$ cat src/hdl/pwc_pkg.sv
// Shared constants and types for the four-channel pulse width capture block.
package pwc_pkg;

	localparam int NUM_CHANNELS  = 4;
	localparam int OVERFLOW_BITS = 6;
	localparam int CAP_BITS      = 16;
	localparam int WIDTH_BITS    = OVERFLOW_BITS + CAP_BITS;

	localparam logic [OVERFLOW_BITS-1:0] COUNT_MAX = {OVERFLOW_BITS{1'b1}};
	localparam logic [CAP_BITS-1:0]      CAP_SAT   = {CAP_BITS{1'b1}};

	typedef logic [OVERFLOW_BITS-1:0] ovf_count_t;
	typedef logic [CAP_BITS-1:0]      cap_value_t;
	typedef logic [WIDTH_BITS-1:0]    pulse_width_t;

	// Per-channel result of one event, as seen by the top level.
	typedef struct packed {
		pulse_width_t width;
		logic         falling;
		logic         clear_req;
	} chan_res_t;

endpackage

$ cat src/hdl/pwc_if.sv
// Valid/ready channel interfaces for timer events and capture results.
interface pwc_in_if import pwc_pkg::*; ();
	logic                    valid;
	logic                    ready;
	logic                    overflow_flag;
	logic [NUM_CHANNELS-1:0] capture_flags;
	cap_value_t              capture_value_1;
	cap_value_t              capture_value_2;
	cap_value_t              capture_value_3;
	cap_value_t              capture_value_4;

	modport source (
		output valid, overflow_flag, capture_flags,
		output capture_value_1, capture_value_2, capture_value_3, capture_value_4,
		input  ready
	);
	modport sink (
		input  valid, overflow_flag, capture_flags,
		input  capture_value_1, capture_value_2, capture_value_3, capture_value_4,
		output ready
	);
endinterface

interface pwc_out_if import pwc_pkg::*; ();
	logic                    valid;
	logic                    ready;
	pulse_width_t            width_1;
	pulse_width_t            width_2;
	pulse_width_t            width_3;
	pulse_width_t            width_4;
	logic [NUM_CHANNELS-1:0] falling_edge_select;
	logic                    clear_counter;

	modport source (
		output valid, width_1, width_2, width_3, width_4,
		output falling_edge_select, clear_counter,
		input  ready
	);
	modport sink (
		input  valid, width_1, width_2, width_3, width_4,
		input  falling_edge_select, clear_counter,
		output ready
	);
endinterface

$ cat src/hdl/pwc_channel.sv
// State and next-state logic of one capture channel.
module pwc_channel import pwc_pkg::*; (
	input  logic       clk,
	input  logic       arst_n,
	input  logic       en,
	input  logic       ovf,
	input  logic       cap,
	input  cap_value_t value,
	output chan_res_t  res
);

	logic         done_q, done_n;
	logic         high_q, high_n;
	logic         pol_q, pol_n;
	ovf_count_t   cnt_q, cnt_n;
	cap_value_t   held_q, held_n;
	pulse_width_t pub_q, pub_n;
	logic         clr;

	always_comb begin
		done_n = done_q;
		high_n = high_q;
		pol_n  = pol_q;
		cnt_n  = cnt_q;
		held_n = held_q;
		pub_n  = pub_q;
		clr    = 1'b0;
		if (done_q) begin
			// publish and rearm; ignore this beat's capture and overflow
			pub_n  = {cnt_q, held_q};
			done_n = 1'b0;
			high_n = 1'b0;
			cnt_n  = '0;
		end else begin
			if (ovf && high_q) begin
				if (cnt_q == COUNT_MAX) begin
					done_n = 1'b1;
					held_n = CAP_SAT;
				end else begin
					cnt_n = cnt_q + 1'b1;
				end
			end
			if (cap) begin
				if (high_q) begin
					done_n = 1'b1;
					held_n = value;
					pol_n  = 1'b0;
				end else begin
					cnt_n  = '0;
					held_n = '0;
					high_n = 1'b1;
					pol_n  = 1'b1;
					clr    = 1'b1;
				end
			end
		end
	end

	always_ff @(posedge clk or negedge arst_n) begin
		if (!arst_n) begin
			done_q <= 1'b0;
			high_q <= 1'b0;
			pol_q  <= 1'b0;
			cnt_q  <= '0;
			held_q <= '0;
			pub_q  <= '0;
		end else if (en) begin
			done_q <= done_n;
			high_q <= high_n;
			pol_q  <= pol_n;
			cnt_q  <= cnt_n;
			held_q <= held_n;
			pub_q  <= pub_n;
		end
	end

	assign res.width     = pub_n;
	assign res.falling   = pol_n;
	assign res.clear_req = clr;

endmodule

$ cat src/hdl/four_channel_pulse_width_capture.sv
// Top level: input register, four capture channels and the result register.
//
//   channel  dir  beat contents
//   in_ch    in   overflow flag, capture flags, four captured counter values
//   out_ch   out  four published widths, falling-edge select, counter clear
//
// One beat per cycle sustained while out_ch.ready stays high; an event is held in the input register first.
// The input register feeds the channel update, which writes the result register.
// The result register and channel state advance together whenever the input register holds
// a beat and the result register is empty or being drained; in_ch.ready drops only while both stages hold.
// arst_n clears all channel state, polarity and both valid flags.
module four_channel_pulse_width_capture import pwc_pkg::*; (
	input  logic      clk,
	input  logic      arst_n,
	pwc_in_if.sink    in_ch,
	pwc_out_if.source out_ch
);

	logic                    valid_s1;
	logic                    ovf_s1;
	logic [NUM_CHANNELS-1:0] flags_s1;
	cap_value_t              val_s1 [NUM_CHANNELS];

	logic                    out_valid_q;
	pulse_width_t            width_q [NUM_CHANNELS];
	logic [NUM_CHANNELS-1:0] fes_q;
	logic                    clr_q;

	chan_res_t               res [NUM_CHANNELS];
	logic                    out_free;
	logic                    adv;
	logic [NUM_CHANNELS-1:0] fes_n;
	logic [NUM_CHANNELS-1:0] clr_vec;

	assign out_free    = !out_valid_q || out_ch.ready;
	assign adv         = valid_s1 && out_free;
	assign in_ch.ready = !valid_s1 || out_free;

	always_ff @(posedge clk or negedge arst_n) begin
		if (!arst_n) begin
			valid_s1 <= 1'b0;
		end else if (in_ch.ready) begin
			valid_s1 <= in_ch.valid;
		end
	end

	always_ff @(posedge clk) begin
		if (in_ch.ready && in_ch.valid) begin
			ovf_s1    <= in_ch.overflow_flag;
			flags_s1  <= in_ch.capture_flags;
			val_s1[0] <= in_ch.capture_value_1;
			val_s1[1] <= in_ch.capture_value_2;
			val_s1[2] <= in_ch.capture_value_3;
			val_s1[3] <= in_ch.capture_value_4;
		end
	end

	for (genvar ch = 0; ch < NUM_CHANNELS; ch++) begin : g_chan
		pwc_channel u_chan (
			.clk    (clk),
			.arst_n (arst_n),
			.en     (adv),
			.ovf    (ovf_s1),
			.cap    (flags_s1[ch]),
			.value  (val_s1[ch]),
			.res    (res[ch])
		);
		assign fes_n[ch]   = res[ch].falling;
		assign clr_vec[ch] = res[ch].clear_req;
	end

	always_ff @(posedge clk or negedge arst_n) begin
		if (!arst_n) begin
			out_valid_q <= 1'b0;
		end else if (out_free) begin
			out_valid_q <= valid_s1;
		end
	end

	always_ff @(posedge clk) begin
		if (adv) begin
			for (int ch = 0; ch < NUM_CHANNELS; ch++) begin
				width_q[ch] <= res[ch].width;
			end
			fes_q <= fes_n;
			clr_q <= |clr_vec;
		end
	end

	assign out_ch.valid               = out_valid_q;
	assign out_ch.width_1             = width_q[0];
	assign out_ch.width_2             = width_q[1];
	assign out_ch.width_3             = width_q[2];
	assign out_ch.width_4             = width_q[3];
	assign out_ch.falling_edge_select = fes_q;
	assign out_ch.clear_counter       = clr_q;

endmodule

$ cat src/flat_wrapper.sv
// flat-port wrapper written by rule: the top's interface ports become plain ports
module four_channel_pulse_width_capture_flat import pwc_pkg::*;
  (clk, arst_n, in_ch_valid, in_ch_overflow_flag, in_ch_capture_flags, in_ch_capture_value_1, in_ch_capture_value_2, in_ch_capture_value_3, in_ch_capture_value_4, in_ch_ready, out_ch_valid, out_ch_width_1, out_ch_width_2, out_ch_width_3, out_ch_width_4, out_ch_falling_edge_select, out_ch_clear_counter, out_ch_ready);
  pwc_in_if in_ch_i ();
  pwc_out_if out_ch_i ();
  input  logic clk;
  input  logic arst_n;
  input wire logic [$bits(in_ch_i.valid)-1:0] in_ch_valid;
  input wire logic [$bits(in_ch_i.overflow_flag)-1:0] in_ch_overflow_flag;
  input wire logic [$bits(in_ch_i.capture_flags)-1:0] in_ch_capture_flags;
  input wire logic [$bits(in_ch_i.capture_value_1)-1:0] in_ch_capture_value_1;
  input wire logic [$bits(in_ch_i.capture_value_2)-1:0] in_ch_capture_value_2;
  input wire logic [$bits(in_ch_i.capture_value_3)-1:0] in_ch_capture_value_3;
  input wire logic [$bits(in_ch_i.capture_value_4)-1:0] in_ch_capture_value_4;
  output wire logic [$bits(in_ch_i.ready)-1:0] in_ch_ready;
  output wire logic [$bits(out_ch_i.valid)-1:0] out_ch_valid;
  output wire logic [$bits(out_ch_i.width_1)-1:0] out_ch_width_1;
  output wire logic [$bits(out_ch_i.width_2)-1:0] out_ch_width_2;
  output wire logic [$bits(out_ch_i.width_3)-1:0] out_ch_width_3;
  output wire logic [$bits(out_ch_i.width_4)-1:0] out_ch_width_4;
  output wire logic [$bits(out_ch_i.falling_edge_select)-1:0] out_ch_falling_edge_select;
  output wire logic [$bits(out_ch_i.clear_counter)-1:0] out_ch_clear_counter;
  input wire logic [$bits(out_ch_i.ready)-1:0] out_ch_ready;
  assign in_ch_i.valid = in_ch_valid;
  assign in_ch_i.overflow_flag = in_ch_overflow_flag;
  assign in_ch_i.capture_flags = in_ch_capture_flags;
  assign in_ch_i.capture_value_1 = in_ch_capture_value_1;
  assign in_ch_i.capture_value_2 = in_ch_capture_value_2;
  assign in_ch_i.capture_value_3 = in_ch_capture_value_3;
  assign in_ch_i.capture_value_4 = in_ch_capture_value_4;
  assign in_ch_ready = in_ch_i.ready;
  assign out_ch_valid = out_ch_i.valid;
  assign out_ch_width_1 = out_ch_i.width_1;
  assign out_ch_width_2 = out_ch_i.width_2;
  assign out_ch_width_3 = out_ch_i.width_3;
  assign out_ch_width_4 = out_ch_i.width_4;
  assign out_ch_falling_edge_select = out_ch_i.falling_edge_select;
  assign out_ch_clear_counter = out_ch_i.clear_counter;
  assign out_ch_i.ready = out_ch_ready;
  four_channel_pulse_width_capture u_core (.clk(clk), .arst_n(arst_n), .in_ch(in_ch_i), .out_ch(out_ch_i));
endmodule
$ cat config.mk
export PLATFORM = sky130hd
export DESIGN_NAME = four_channel_pulse_width_capture_flat
export DESIGN_NICKNAME = d
export VERILOG_FILES = /design/src/hdl/pwc_pkg.sv /design/src/hdl/pwc_if.sv /design/src/hdl/pwc_channel.sv /design/src/hdl/four_channel_pulse_width_capture.sv /design/src/flat_wrapper.sv
export SDC_FILE = /design/constraint.sdc
export NUM_CORES = 1
export LEC_CHECK = 0
export ABC_AREA = 0
export BUFFER_PORTS_ARGS = -buffer_cell sky130_fd_sc_hd__clkbuf_2
export CAP_MARGIN = 20
export CORE_UTILIZATION = 55
export CTS_CLUSTER_SIZE = 28
export DETAILED_ROUTE_END_ITERATION = 16
export GPL_TIMING_DRIVEN = 0
export PLACE_DENSITY = 0.8
export SKIP_CTS_REPAIR_TIMING = 1
export SLEW_MARGIN = 20
export SYNTH_ARGS = -nofsm -noshare
export SYNTH_HDL_FRONTEND = slang
export SYNTH_SLANG_ARGS = --single-unit
$ cat constraint.sdc
create_clock -name clk -period 3.63 [get_ports clk]
set_clock_uncertainty 0.05 [all_clocks]
set_input_delay 0.363 -clock clk [delete_from_list [all_inputs] [get_ports clk]]
set_output_delay 0.363 -clock clk [all_outputs]
set_load 0.02 [all_outputs]
After elaboration in Yosys (flattened, before gate mapping) --
Memory sizes are Yosys's and may differ from the RTL's. Index checks and enable logic that the tools add are counted.
Word-level totals: output and inout port bits 95, bits in writable memories 152, word-level logic and storage cells 167, input port bits 73, flip-flop bits (word level) 200, memories kept 2
Operators by class: equality and inequality tests 4, bitwise logic cells 4, reduce and logical (&&, ||, !) cells 31, mux-type cells 92, $add $sub $neg 4
Memory list:
- u_core.width_q | words 4, width 22, rd ports 4, clocked after memory_dff 0, write ports 4, line four_channel_pulse_width_capture.sv:25 | pulse_width_t width_q [NUM_CHANNELS];
- u_core.val_s1 | words 4, width 16, rd ports 4, clocked after memory_dff 0, write ports 4, line four_channel_pulse_width_capture.sv:22 | cap_value_t val_s1 [NUM_CHANNELS];
Operator list (count):
- $mux 16 | 16
- $mux 6 | 20
- $mux 22 | 4
- $mux 1 | 52
- $add 6x1->6 const B | 4
- $eq 6x6->1 const B | 4
- $reduce_bool 2->1 | 12
- $reduce_and 4->1 | 4
- $reduce_and 2->1 | 4
- $logic_and 1x1->1 | 6
- $not 1->1 | 4
- $reduce_or 4->1 | 1
- $logic_not 1->1 | 2
- $logic_or 1x1->1 | 2

Longest topological paths before layout --
word-level depth 6, gate-level depth with buffers 7

By module --
From an unflattened synthesis, not the netlist that was laid out.
Unflattened totals: cell total of the unflattened synthesis 895, area, all modules 14049.7 um^2
Modules (own cells, without submodules):
- pwc_channel | instances 4, seq. area each 1176.1 um^2, cells each 181, area each 2272.2 um^2
- four_channel_pulse_width_capture | instances 1, seq. area each 4914.7 um^2, cells each 171, area each 4961.0 um^2

Worst setup path before layout --
No wires, ideal clock.
path kind register to register, start register u_core.out_valid_q (netlist: u_core.out_ch.valid), end register u_core.flags_s1[0], enable pin, stages on the path, launching flop included 4, data required time 3.146 ns, clock period less this slack 2.976 ns, arrival time 2.492 ns, path slack 0.654 ns, cell sequence dfrtp_1 > nor2b_4 > nand2_1 > and2_1
Between the ends: word-level cells in the longest chain between the ends 4
Ends and longest elaborated chain:
- from (decl) | line four_channel_pulse_width_capture.sv:24 | logic out_valid_q;
- from (signal assigned) | line four_channel_pulse_width_capture.sv:76 | out_valid_q <= valid_s1;
- $logic_not 1->1 | line four_channel_pulse_width_capture.sv:35 | assign out_free = !out_valid_q || out_ch.ready;
- $logic_or 1x1->1 | line four_channel_pulse_width_capture.sv:35
- $logic_or 1x1->1 | line four_channel_pulse_width_capture.sv:37 | assign in_ch.ready = !valid_s1 || out_free;
- via in_ch_ready | line flat_wrapper.sv:15 | output wire logic [$bits(in_ch_i.ready)-1:0] in_ch_ready;
- $logic_and 1x1->1 | line four_channel_pulse_width_capture.sv:48 | if (in_ch.ready && in_ch.valid) begin
- to (signal assigned) | line four_channel_pulse_width_capture.sv:50 | flags_s1 <= in_ch.capture_flags;
- to (decl) | line four_channel_pulse_width_capture.sv:21 | logic [NUM_CHANNELS-1:0] flags_s1;
The timed path passes the listed nets, and every way through them passes these cells. A chain may end at the register's enable or synchronous reset.

==> reports/results.txt <==
status -> completed
ant diodes -> 0
Post-route DRC -> 0
fin area -> 17,400 µm²
synth warn -> 0
final worst path period need -> 2.57 ns
placed cell area -> 15,500 µm²
Yosys cell types -> 58
count of pins over their slew limit -> 0
Slowest cell on crit path -> dfrtp_1
final wirelength -> 29,100 µm
Post-Syn Nets -> 966
CTS buffer count -> 36
final worst-path cycle share -> 70.7%
syn avg cell area -> 15.9 µm²
Most common cell on crit path -> buf_2
vias per std cell -> 5.54
Synth area leader -> edfxtp_1
DR WL/cell -> 19.1 µm
Post-Route Setup TNS -> 0 ns
Worst Max-Slew Pin Slew -> 0.637 ns
crit path DAT -> 2.68 ns
Routed Antenna Nets -> 0
FP Rows -> 58
CP Launch Type -> register
top cells by area in the synthesized netlist -> edfxtp_1 (34%), dfrtp_1 (34%), mux2_2 (14%)
total congestion overflow -> 0
CP required -> 3.75 ns
Worst VDD drop -> 0.457 mV
synthesis-to-layout area growth -> 22.8%
worst reg2reg setup slack -> 1.06 ns
worst path cell trace -> nand2_2, inv_1, buf_2, buf_2, buf_6, buf_16
Leak Pwr -> 0.00725 µW
Top Ports -> 168
Initial Util -> 56.1%
initial DRC count -> 491
Max Buffers Root-to-Sink -> 3
fmax -> 390 MHz
async set-or-reset flop fraction in the synthesized netlist -> 54.0%
largest net degree at the start of global routing -> 80
setup violators final -> 0
DIE AREA -> 26,400 µm²
H-tree depth -> 2
area share of the largest cell type after synthesis -> 34.4%
core area -> 25,200 µm²
GRT Total Usage -> 21.4%
CP max stage delay -> 0.53 ns
Mapped Cells -> 889
top-count cell post-synth -> dfrtp_1
total power -> 13,000 µW
synth cell count leaders -> dfrtp_1 (190), mux2_2 (178), edfxtp_1 (162)
HP Class -> input port to register
synthesized area -> 14,100 µm²
max cap viols -> 0
layout cells sized above 1 -> 41.9%
CP Capture Type -> register
Die Span Y -> 162 µm
worst rel slew slack -> 57.6%
Clock Latency Late Sink -> 0.50 ns
CTS tree -> yes
global-route wire length before repair -> 43,600 µm
drt first pass iters -> 5
initial antenna violation count -> 0
final core utilization -> 69.0%
Yosys reg bits -> 352
via total after detailed routing -> 8,441
post-route setup slack -> 1.06 ns
Die Wd -> 162 µm
Synth Flop Type -> dfrtp_1
final hold vios -> 0
Clock transition at path regs -> 0.06 ns
vias in the first global route -> 8,316
Root Buffer -> clkbuf_16
DP Worst Slack -> 0.922 ns
port buffer count -> 167
gpl congestion -> 0.876
DP HPWL -> 17,700 µm
final-stage net count -> 1,244
sequential fraction of the synthesis area -> 68.0%
Crit Path Max Fanout -> 58
cell area power density -> 747 nW/µm²
RSZ-0062 raised after global routing -> no
clk sink count -> 352
Post-synth EDFFs -> 162
Crit Path Class -> register to register
==> final timing paths <==
path	startpoint	to	cells past startpoint
setup / recovery	u_core.valid_s1$_DFFE_PN0N_	u_core.width_q[1][7]$_DFFE_PP_	6
min in group asynchronous	arst_n	u_core.g_chan[3].u_chan.pub_q[6]$_DFFE_PN0P_	2
max in group asynchronous	arst_n	u_core.g_chan[1].u_chan.held_q[0]$_DFFE_PN0P_	3
hold reg to reg	u_core.g_chan[0].u_chan.pol_q$_DFFE_PN0P_	u_core.g_chan[0].u_chan.pol_q$_DFFE_PN0P_	2
hold / removal	in_ch_capture_value_2[15]	u_core.val_s1[1][15]$_DFFE_PP_	1
setup reg to reg	u_core.valid_s1$_DFFE_PN0N_	u_core.width_q[1][7]$_DFFE_PP_	6
==> cell type report <==
class / instances / area, µm²
plain buffers: 47 / 298
clock buffers: 51 / 1030
clock inverters: 13 / 139
fillers: 1716 / 7820
inverters: 7 / 26.3
multi-input cells: 483 / 4200
flip-flops and latches: 352 / 9620
well taps: 330 / 413
repair buffers: 240 / 1640
==> flip-flops by register name, summed over array words and instances (netlist names) <==
register	flops
u_core.g_chan.u_chan.pub_q	88
u_core.width_q	88
u_core.g_chan.u_chan.held_q	64
u_core.val_s1	64
u_core.g_chan.u_chan.cnt_q	24
u_core.flags_s1	4
u_core.g_chan.u_chan.done_q	4
u_core.g_chan.u_chan.high_q	4
u_core.g_chan.u_chan.pol_q	4
u_core.out_ch.falling_edge_select	4
u_core.out_ch.clear_counter	1
u_core.out_ch.valid	1
u_core.ovf_s1	1
u_core.valid_s1	1
==> routing by layer <==
layer  wire length (µm)  track usage, %
met1              12500            29.0
met3               1420            4.13
met2              14500            35.0
met5                  0               0
met4                685            6.90
==> kinds of logic (layout without fill, tap and decap cells) <==
kind of cell | after synthesis | in the layout | synth area share (%)
AO/OA/AOI/OAI | 158 | 158 | 9.74
flip-flops | 352 | 352 | 68.0
buffers and inverters | 54 | 358 | 2.25
multiplexers | 179 | 179 | 14.2
AND/OR/NAND/NOR | 142 | 142 | 5.37
adder cells (fa/ha/maj) | 4 | 4 | 0.354
==> through the flow <==
stage | hold WS (ns) | instances
2_1_floorplan | 0.0174 | 889
6_report | 0.0118 | 1523
5_1_grt | 0.00271 | 1523
3_5_place_dp | 0.320 | 1390
4_1_cts | -0.217 | 1454
3_3_place_gp | 0.413 | 1386
==> cell usage in the layout (no fill, tap or decap), drive strengths merged, types with 2 or more instances in the layout <==
cell / count
a31o: 2
inv: 7
buf: 44
nand2b: 10
a41oi: 3
nand3: 8
nor2: 11
a32o: 2
edfxtp: 162
o21ba: 17
dlygate4sd3: 69
a21oi: 37
and2: 3
a22o: 7
nand2: 72
bufinv: 3
and4: 6
mux2: 178
clkinv: 9
nor2b: 6
nand4: 6
clkbuf: 225
o221ai: 3
ha: 4
a21o: 5
a2bb2oi: 48
o31ai: 3
a31oi: 9
o21ai: 13
dfrtp: 190
and3: 5
nor3: 7
==> report_power, final <==
group          leakage (µW)  switching, µW  internal, µW
Sequential          0.00385            587          5490
Clock              0.000573           1460          2190
Combinational       0.00282           1600          1640
==> critical path, delay by kind of cell, from the launching register on <==
family / cells / cell delay [ns]
buffers and inverters: 5 / 1.52
flip-flops: 1 / 0.53
AND/OR/NAND/NOR: 1 / 0.10
(Power assumes the default switching activity.)
